### src/sv/lfq_pkg.sv
package lfq_pkg;

  // item codes
  localparam logic MODE_PUSH = 1'b0;
  localparam logic MODE_READ = 1'b1;

  // line terminators
  localparam logic [7:0] CHAR_CR = 8'h0D;
  localparam logic [7:0] CHAR_LF = 8'h0A;

  // classified item, front to back
  typedef struct packed {
    logic       is_read;
    logic       is_term;
    logic [7:0] data_byte;
  } cmd_t;

  typedef struct packed {
    logic [7:0] line_byte;
    logic       last_of_line;
    logic       queue_empty;
  } result_t;

endpackage

### src/sv/lfq_item_if.sv
interface lfq_item_if ();
  logic       valid;
  logic       ready;
  logic       mode;
  logic [7:0] data_byte;

  modport source (output valid, output mode, output data_byte, input ready);
  modport sink (input valid, input mode, input data_byte, output ready);
endinterface

### src/sv/lfq_front.sv
module lfq_front import lfq_pkg::*; (
  input  logic       clk,
  input  logic       rst,
  lfq_item_if.sink   item,
  output logic       cmd_valid,
  output cmd_t       cmd,
  input  logic       cmd_ready
);

  cmd_t       slots [2];
  logic       wr_ptr;
  logic       rd_ptr;
  logic [1:0] fill;
  cmd_t       incoming;
  logic       take;
  logic       give;

  always_comb begin
    incoming.is_read   = (item.mode == MODE_READ);
    incoming.is_term   = (item.data_byte == CHAR_CR) || (item.data_byte == CHAR_LF);
    incoming.data_byte = item.data_byte;
  end

  assign item.ready = (fill != 2'd2);
  assign take       = item.valid && item.ready;
  assign cmd_valid  = (fill != 2'd0);
  assign cmd        = slots[rd_ptr];
  assign give       = cmd_valid && cmd_ready;

  always_ff @(posedge clk) begin
    if (take) begin
      slots[wr_ptr] <= incoming;
    end
  end

  always_ff @(posedge clk) begin
    if (rst) begin
      wr_ptr <= 1'b0;
      rd_ptr <= 1'b0;
      fill   <= 2'd0;
    end else begin
      wr_ptr <= wr_ptr ^ take;
      rd_ptr <= rd_ptr ^ give;
      fill   <= fill + {1'b0, take} - {1'b0, give};
    end
  end

endmodule

### src/flat_wrapper.sv
// flat-port wrapper written by rule: the top's interface ports become plain ports
module lfq_front_flat import lfq_pkg::*;
  (clk, rst, cmd_valid, cmd, cmd_ready, item_valid, item_mode, item_data_byte, item_ready);
  lfq_item_if item_i ();
  input  logic clk;
  input  logic rst;
  output logic cmd_valid;
  output cmd_t cmd;
  input  logic cmd_ready;
  input wire logic [$bits(item_i.valid)-1:0] item_valid;
  input wire logic [$bits(item_i.mode)-1:0] item_mode;
  input wire logic [$bits(item_i.data_byte)-1:0] item_data_byte;
  output wire logic [$bits(item_i.ready)-1:0] item_ready;
  assign item_i.valid = item_valid;
  assign item_i.mode = item_mode;
  assign item_i.data_byte = item_data_byte;
  assign item_ready = item_i.ready;
  lfq_front u_core (.clk(clk), .rst(rst), .item(item_i), .cmd_valid(cmd_valid), .cmd(cmd), .cmd_ready(cmd_ready));
endmodule
### config.mk
export PLATFORM = sky130hd
export DESIGN_NAME = lfq_front_flat
export DESIGN_NICKNAME = d
export VERILOG_FILES = /design/src/sv/lfq_pkg.sv /design/src/sv/lfq_item_if.sv /design/src/sv/lfq_front.sv /design/src/flat_wrapper.sv
export SDC_FILE = /design/constraint.sdc
export NUM_CORES = 1
export LEC_CHECK = 0
export ABC_AREA = 0
export BUFFER_PORTS_ARGS = -buffer_cell sky130_fd_sc_hd__buf_2
export CAP_MARGIN = 20
export CORE_MARGIN = 2
export CORE_UTILIZATION = 50
export DETAILED_ROUTE_END_ITERATION = 8
export GPL_TIMING_DRIVEN = 0
export PLACE_DENSITY = 0.86
export SYNTH_ARGS = -nofsm -noshare
export SYNTH_HDL_FRONTEND = slang
export SYNTH_SLANG_ARGS = --single-unit
export TNS_END_PERCENT = 20
### constraint.sdc
create_clock -name clk -period 1.9 [get_ports clk]
set_clock_uncertainty 0.1 [all_clocks]
set_input_delay 0.475 -clock clk [delete_from_list [all_inputs] [get_ports clk]]
set_output_delay 0.475 -clock clk [all_outputs]
set_load 0.05 [all_outputs]
==> results of run 1 <==
==> sequential cells by signal, summed over array words and instances, names as in the netlist <==
name and flops:
u_core.wr_ptr 1, u_core.rd_ptr 1, u_core.fill 2, u_core.slots 20
==> metrics by stage <==
stage	setup TNS, ps	cell area (um^2)	power [mW]	util (%)	std cells
2_1_floorplan	0	980	1.31	-	57
3_3_place_gp	0	1130	1.44	59.6	108
3_5_place_dp	0	1130	1.46	59.6	108
4_1_cts	-17.8	1230	1.78	64.6	112
5_1_grt	-213	1230	1.87	64.7	112
6_report	0	1230	1.77	64.7	112
==> synthesized netlist by cell type <==
cell and instances:
sky130_fd_sc_hd__edfxtp_1 20, sky130_fd_sc_hd__mux2_2 11, sky130_fd_sc_hd__dfxtp_1 4, sky130_fd_sc_hd__ha_1 4, sky130_fd_sc_hd__inv_1 3, sky130_fd_sc_hd__nor2_1 3
sky130_fd_sc_hd__nor2b_1 2, sky130_fd_sc_hd__and2_1 1, sky130_fd_sc_hd__and3b_1 1, sky130_fd_sc_hd__buf_4 1, sky130_fd_sc_hd__nor3b_1 1, sky130_fd_sc_hd__nor4_1 1
sky130_fd_sc_hd__o211a_1 1, sky130_fd_sc_hd__o21a_1 1, sky130_fd_sc_hd__or2_2 1, sky130_fd_sc_hd__or2b_1 1, sky130_fd_sc_hd__xnor3_1 1
==> area by class of cell <==
type | instances | area (um^2) | area share, %
plain buffers | 1 | 11.3 | 0.915
well taps | 27 | 33.8 | 2.74
inverters | 3 | 11.3 | 0.915
multi-input cells | 29 | 280 | 22.8
repair buffers | 25 | 188 | 15.2
clock buffers | 3 | 22.5 | 1.83
flip-flops and latches | 24 | 684 | 55.6
==> worst reg2reg max path, cell delays in order (launching register included) <==
cell                      delay (ps)
sky130_fd_sc_hd__dfxtp_1         350
sky130_fd_sc_hd__or2b_1          160
sky130_fd_sc_hd__and2_1          180
sky130_fd_sc_hd__ha_1            490
==> routing by layer <==
metal,part of all wire (%),global-route usage [%]
met1,42,19.8
met2,52,24.7
met3,5.4,3.33
met4,0.70,9.73
met5,0,0
==> how the worst max path moves through the flow <==
stage	startpoint	end	cells past startpoint
after floorplan	u_core.fill[1]	u_core.slots[1][0]	3
after global placement	u_core.rd_ptr	cmd[2]	3
after detailed placement	item_valid	u_core.slots[1][6]	3
after CTS	u_core.rd_ptr	cmd[8]	3
after global routing	u_core.rd_ptr	cmd[2]	3
final	u_core.rd_ptr	cmd[2]	3
==> kinds of logic (layout without fill, tap and decap cells) <==
logic type	count (synthesis)	in the layout	share of synthesized area, %
buf+inv	4	32	1.92
simple gates	11	11	6.77
mux	11	11	12.6
flops	24	24	69.5
fa+ha+maj	4	4	5.11
xor+xnor	1	1	2.30
compound gates	2	2	1.79
==> power groups by stage <==
stage	Sequential, mW	Combinational, mW	Clock, mW
finish	0.724	0.840	0.208
global route	0.736	0.899	0.236
CTS	0.722	0.847	0.213
detailed placement	0.727	0.728	0
global placement	0.719	0.718	0
floorplan	0.714	0.595	0
==> what timing repair did <==
action | CTS | global route
setup endpoints to repair | 9 | 9
cloned | 1 | 0
resized for setup | 22 | 1
pin swaps | 0 | 0
hold buffers | 0 | 0
==> reports/summary.md, run 1 <==
The total power density per cell area is 1440 nW/um^2. The data arrival time of the worst path was 1310 ps. The worst-case clock buffer depth was 2. The top cell types in the final layout, fill and taps aside, are sky130_fd_sc_hd__edfxtp_1 (20), sky130_fd_sc_hd__buf_2 (15), sky130_fd_sc_hd__buf_6 (11), sky130_fd_sc_hd__mux2_2 (11), sky130_fd_sc_hd__ha_1 (4).

The run gives 47.4% as the combinational cell fraction of total power. The worst register-to-register path has a setup slack of 280 ps. The logs give 0.000837 V for the maximum VDD drop and 0 for the antenna cell count. The biggest area contributor in the post-synthesis netlist is sky130_fd_sc_hd__edfxtp_1.

The kind of cell adding the most delay to the critical path is flip-flops. In this run the post-CTS setup repair buffer count came out at 0. The top cell type by area accounts for 61.3% of the synthesized area.

The clock period minus worst slack was 1880 ps. For this run, the number of Yosys warnings is 0. Counting distinct cell types in the post-synthesis netlist gives 17. The floorplan has 16 rows. The worst hold slack came out at 259 ps. Walking the worst path, the cells encountered are buf_6 > mux2_2 > buf_6. The logs give 13 for the pin count of the biggest net entering global routing and 0.658 for the final weighted congestion of routability-driven global placement. Setup repair after global routing could not meet its margin everywhere. The worst setup path is launched from a flip-flop.

The first-pass GRT wire length is 2.35 mm, and the leakage power is 0.506 nW. The count of port buffers added during placement works out to 24. The highest cell delay on the worst timing path was 390 ps; the post-route fraction of the period consumed by the critical path was 99.2%. Net switching is 38.3% of the power. Number of global-route vias before repair: 500. The layout has 150 filler cells. In the routed layout, each cell is associated on average with a via count of 5.06. The destination of the worst hold path was u_core.slots[1][9].

The number of buffers created by CTS was 3; the clock-pin slew on the worst setup and hold paths was 110 ps. The total I/O pin count was 25; the final hold violation count was 0. The required time at the endpoint of the critical path is 1320 ps, and the area of the mapped netlist is 980 um^2. The overall die height works out to 48.3 um. The logs give 300 ps for the latest clock arrival within the worst-skew pair and 4 for the detailed-router iteration count before antenna repair. The post-detailed-route wirelength per cell was 14.1 um. TritonCTS built the clock tree. The hold path depth is 1, and the mean instance size in the synthesized netlist is 17.2 um^2.

The clock net in this run drives a total of 24 sinks. The share of total power dissipated in sequential elements is 40.9%. The tools report the proportion of power drawn by the clock network as 11.7%.

At the pin with the least slew margin, the transition time is 495 ps. For the count of endpoints failing setup in the final report, the log shows 0. The max-slew violation total from the final report was 0.

The level count of the clock H-tree is 1. Flip-flop and latch count after synthesis: 24. Leaving out fill and tap cells, the most frequent cell in the layout is sky130_fd_sc_hd__edfxtp_1. The initial detailed-routing violation count is 5. The flow ran to the end, and the final reports show no timing, DRC or antenna violations. Post-placement setup slack: 219 ps. The min-delay analysis places its worst path in the category input pin to flip-flop. Summed over all nets, the half-perimeter wirelength after detailed placement is 1.09 mm. The tools report the aggregate global routing overflow as 0. For this design, the slowest cell found on the critical path is sky130_fd_sc_hd__dfxtp_4.

The horizontal extent of the die came out at 48.3 um. After layout, the worst setup slack is 15.3 ps. The tools report the root cell of the clock tree as sky130_fd_sc_hd__clkbuf_4. The worst hold path begins at item_mode.

The relative area change from synthesis to final layout was 25.7%. The tools report the switching power as 678 uW. For this configuration, the core starts out at a cell density of 51.5%. The worst setup path is captured at an output port. Internal power comes to 1.09 mW. The detail route stage leaves a number of antenna-violating nets equal to 0.

Capture point of the worst reg-to-reg path: u_core.slots[1][9]. The critical path is of the flip-flop to output port type. The floorplan step defined a core boundary enclosing 1900 um^2. The post-route netlist has 49.4% of its cells at a drive strength greater than 1. By area the synthesized netlist is led by sky130_fd_sc_hd__edfxtp_1 (61%), sky130_fd_sc_hd__mux2_2 (13%), sky130_fd_sc_hd__dfxtp_1 (8.2%), sky130_fd_sc_hd__ha_1 (5.1%), sky130_fd_sc_hd__xnor3_1 (2.3%). The tools report the total length of routed wires as 1.58 mm.

The initial antenna violation count was 0. The share of synthesized area occupied by flip-flops and latches was 69.5%. Launch point of the worst reg-to-reg path: u_core.fill[1].

The die covers 2330 um^2. Most prevalent standard cell on the critical path: sky130_fd_sc_hd__buf_6. The run gives 104 as the number of nets in the layout.

The net count of the mapped netlist was 74. The tool flagged a number of max-cap violations equal to 0. The logs give 0 for the count of unresolved DRC violations after routing and 67.0% for the worst slew margin relative to its limit. The cell count of the worst reg-to-reg path is 3. The maximum fanout count along the critical path was 5. The detailed router placed 567 vias in this run. Gate count of the mapped netlist: 57. Static timing analysis puts the maximum clock frequency at 531 MHz. Global routing consumed, over all layers together, 15.7% of the routing resources.

The count of buffer and inverter cells on the critical path was 2.
No activity file was read; power rests on OpenSTA's default activity.
==> run 2: changes to the inputs <==
CORE_UTILIZATION = 53   (was 50)
CTS_BUF_LIST = sky130_fd_sc_hd__clkbuf_8   (was default)
PLACE_DENSITY = 0.9   (was 0.86)
==> run 2 against run 1 <==
Against the previous run:
- maximum frequency about the same
- clock power up 110%
- register-to-register slack about the same
- critical endpoint is now cmd[1]
==> reports/summary.md, run 2 (synthesis gave the netlist of run 1 again) <==
The flow ran to the end, and the final reports show no timing, DRC or antenna violations. The most flop-heavy register was u_core.slots. The run gives 1 as the level count of the clock H-tree. The overall fraction of global-route tracks in use is 16.0%. The tools report the number of sinks on the clock net as 24. The number of flip-flops under the largest register name works out to 20. Walking the worst path, the cells encountered are clkbuf_16 > mux2_2 > buf_6. The logs give 1.31 mW for the internal portion of total power and 2.31 mm for the first-pass GRT wire length. The worst-case clock buffer depth was 2; the relative area change from synthesis to final layout was 30.7%. For the number of rows created at floorplan, the log shows 15.

The tree is rooted in a sky130_fd_sc_hd__clkbuf_8. For this configuration, the core starts out at a cell density of 56.7%. The detail route stage leaves a number of antenna-violating nets equal to 0.

The count of fill cells added during filler insertion was 124. The run gives 0 as the final hold violation count. In the routed layout, each cell is associated on average with a via count of 5.09. Dividing total power by cell area gives a power density of 1570 nW/um^2. The share of post-route cells with drive strength above 1 was 50.0%; the highest cell delay on the worst timing path was 400 ps. The net count of the finished layout is 104. The antenna cell count came out at 0. Global routing consumed, on the met2 layer, 28.2% of the routing resources. For this design the static power due to leakage is 0.529 nW. From bottom edge to top edge, the die measures 47.0 um.

The count of unresolved DRC violations after routing was 0; the latest clock arrival within the worst-skew pair was 260 ps. The path class of the lowest-slack min-delay path was input pin to flip-flop. The critical path start-end classification is flip-flop to output port. Across all layers, the routed design uses 565 vias. Setup violations remaining at the end of the flow were counted as 0. The combinational cell fraction of total power is 42.4%, and the horizontal extent of the die is 47.0 um. The worst-case IR drop observed on VDD is 0.00101 V. The top cell types in the final layout, fill and taps aside, are sky130_fd_sc_hd__edfxtp_1 (20), sky130_fd_sc_hd__buf_2 (15), sky130_fd_sc_hd__mux2_2 (11). In this run, flip-flops and latches consume 36.2% of the power. Global routing used 3.46% of the available met3 tracks. Peak clock frequency supported by timing: 531 MHz.

Among all stages on the critical path, the largest delay is contributed by sky130_fd_sc_hd__dfxtp_4. TritonCTS built the clock tree. Cells fill 74.1% of the core in the end. The number of global-route vias before repair came out at 558.

After clock tree synthesis, the clock-pin slew on the worst setup and hold paths is 80 ps. During I/O placement, the number of pins put on the boundary was 25. Before antenna repair, the detailed router went through 4 iterations. Across the whole layout, storage elements account for 684 um^2.

For the count of maximum capacitance violations, the log shows 0. Initial detailed-routing violation count: 5. In this run the most used layer during global routing was met2. Clock period minus worst slack: 1880 ps. For the pin with the worst max-slew slack, the measured transition is 514 ps. The tools report the final weighted congestion of routability-driven global placement as 0.668. In the final layout, the registers with the most flip-flops are u_core.slots: 20 flops, u_core.fill: 2 flops. Dividing the detail-routed wire length by the instance count gives 15.5 um. Buffers placed on the I/O ports in this run total 24. The post-placement setup slack came out at 219 ps.

The overall die area was 2210 um^2. The region available for standard cell placement spans 1730 um^2. STA classifies the critical path endpoint as an output port. The logs give 1320 ps for the required time at the endpoint of the critical path and 1130 um^2 for the post-place instance area.

The total overflow left after global routing is 0. The initial antenna violation count was 0; the post-route fraction of the period consumed by the critical path was 99.2%. Summed over all nets, the half-perimeter wirelength after detailed placement is 1.08 mm. Entering global routing, the biggest net connects 15 pins. Maximum fanout count along the critical path: 5.

For this run, global-route usage on met1 was measured as 18.1%. The tools report the total length of routed wires as 1.72 mm. For this design the total switching power over the nets is 706 uW.

STA classifies the critical path startpoint as a flip-flop. Summing all multi-input logic gate instances after layout gives 280 um^2. The logs give 1310 ps for the data arrival time of the worst path and 0 ps for the total negative setup slack. The run gives 0 as the max-slew violation total from the final report. The final critical-path setup slack was 16.1 ps. The tools report the number of buffers created by CTS as 3. Headroom to the max-slew limit came out at 65.7%. After routing the design area is 1280 um^2.

The leading cell type in the layout, fill and taps excluded was sky130_fd_sc_hd__edfxtp_1. Per report_power, the clock group accounts for 21.4% of the total. The switching power share of the total is 35.1%.
-- run 2: changes by cell type in the layout (fill, tap and decap cells not counted), sizes merged --
cell / before / now
clkbuf: 3 / 4
buf: 26 / 25
bufinv: 0 / 1
-- run 2: final cells by class --
cell class              count  area share (%)
plain buffers               1            1.17
clock buffers               3            3.23
clock inverters             1            2.35
inverters                   3           0.880
multi-input cells          29            21.9
flip-flops and latches     24            53.5
well taps                  25            2.44
repair buffers             25            14.6
-- run 2: through the flow --
| stage | total power, mW | std cells | hold slack, ps |
|---|---|---|---|
| finish | 2.01 | 111 | 300 |
| global route | 2.10 | 111 | 302 |
| CTS | 1.94 | 110 | 294 |
| detailed placement | 1.46 | 106 | 476 |
| global placement | 1.44 | 106 | 439 |
| floorplan | 1.31 | 57 | 432 |
-- run 2: layer usage --
| layer | vias up | wire (um) |
|---|---|---|
| met5 | - | 0 |
| met4 | 0 | 10 |
| met3 | 2 | 89 |
| met2 | 20 | 906 |
| met1 | 275 | 714 |
| li1 | 268 | - |
-- run 2: critical path, delay by kind of cell, from the launching register on --
family                 cells  cell delay, ps
DFF                        1             400
buffers and inverters      2             310
muxes                      1             340
-- run 2: what timing repair did --
item / CTS / global route
hold buffers: 0 / 0
setup endpoints to repair: 9 / 9
resized for setup: 11 / 7
setup buffers: 0 / 0
cloned: 0 / 1
-- run 2: power groups by stage --
stage               Sequential [mW]  Combinational, mW  Clock, mW
floorplan                     0.714              0.595          0
global placement              0.719              0.717          0
detailed placement            0.726              0.736          0
CTS                           0.718              0.788      0.439
global route                  0.739              0.902      0.457
finish                        0.729              0.853      0.431
-- run 2: final timing paths --
| path | startpoint | end | depth (start not counted) | slack (ps) |
|---|---|---|---|---|
| min reg2reg | u_core.wr_ptr | u_core.wr_ptr | 3 | 480 |
| max reg2reg | u_core.fill[1] | u_core.slots[0][3] | 3 | 280 |
| max | u_core.rd_ptr | cmd[1] | 3 | 20 |
| min | item_mode | u_core.slots[1][9] | 1 | 300 |
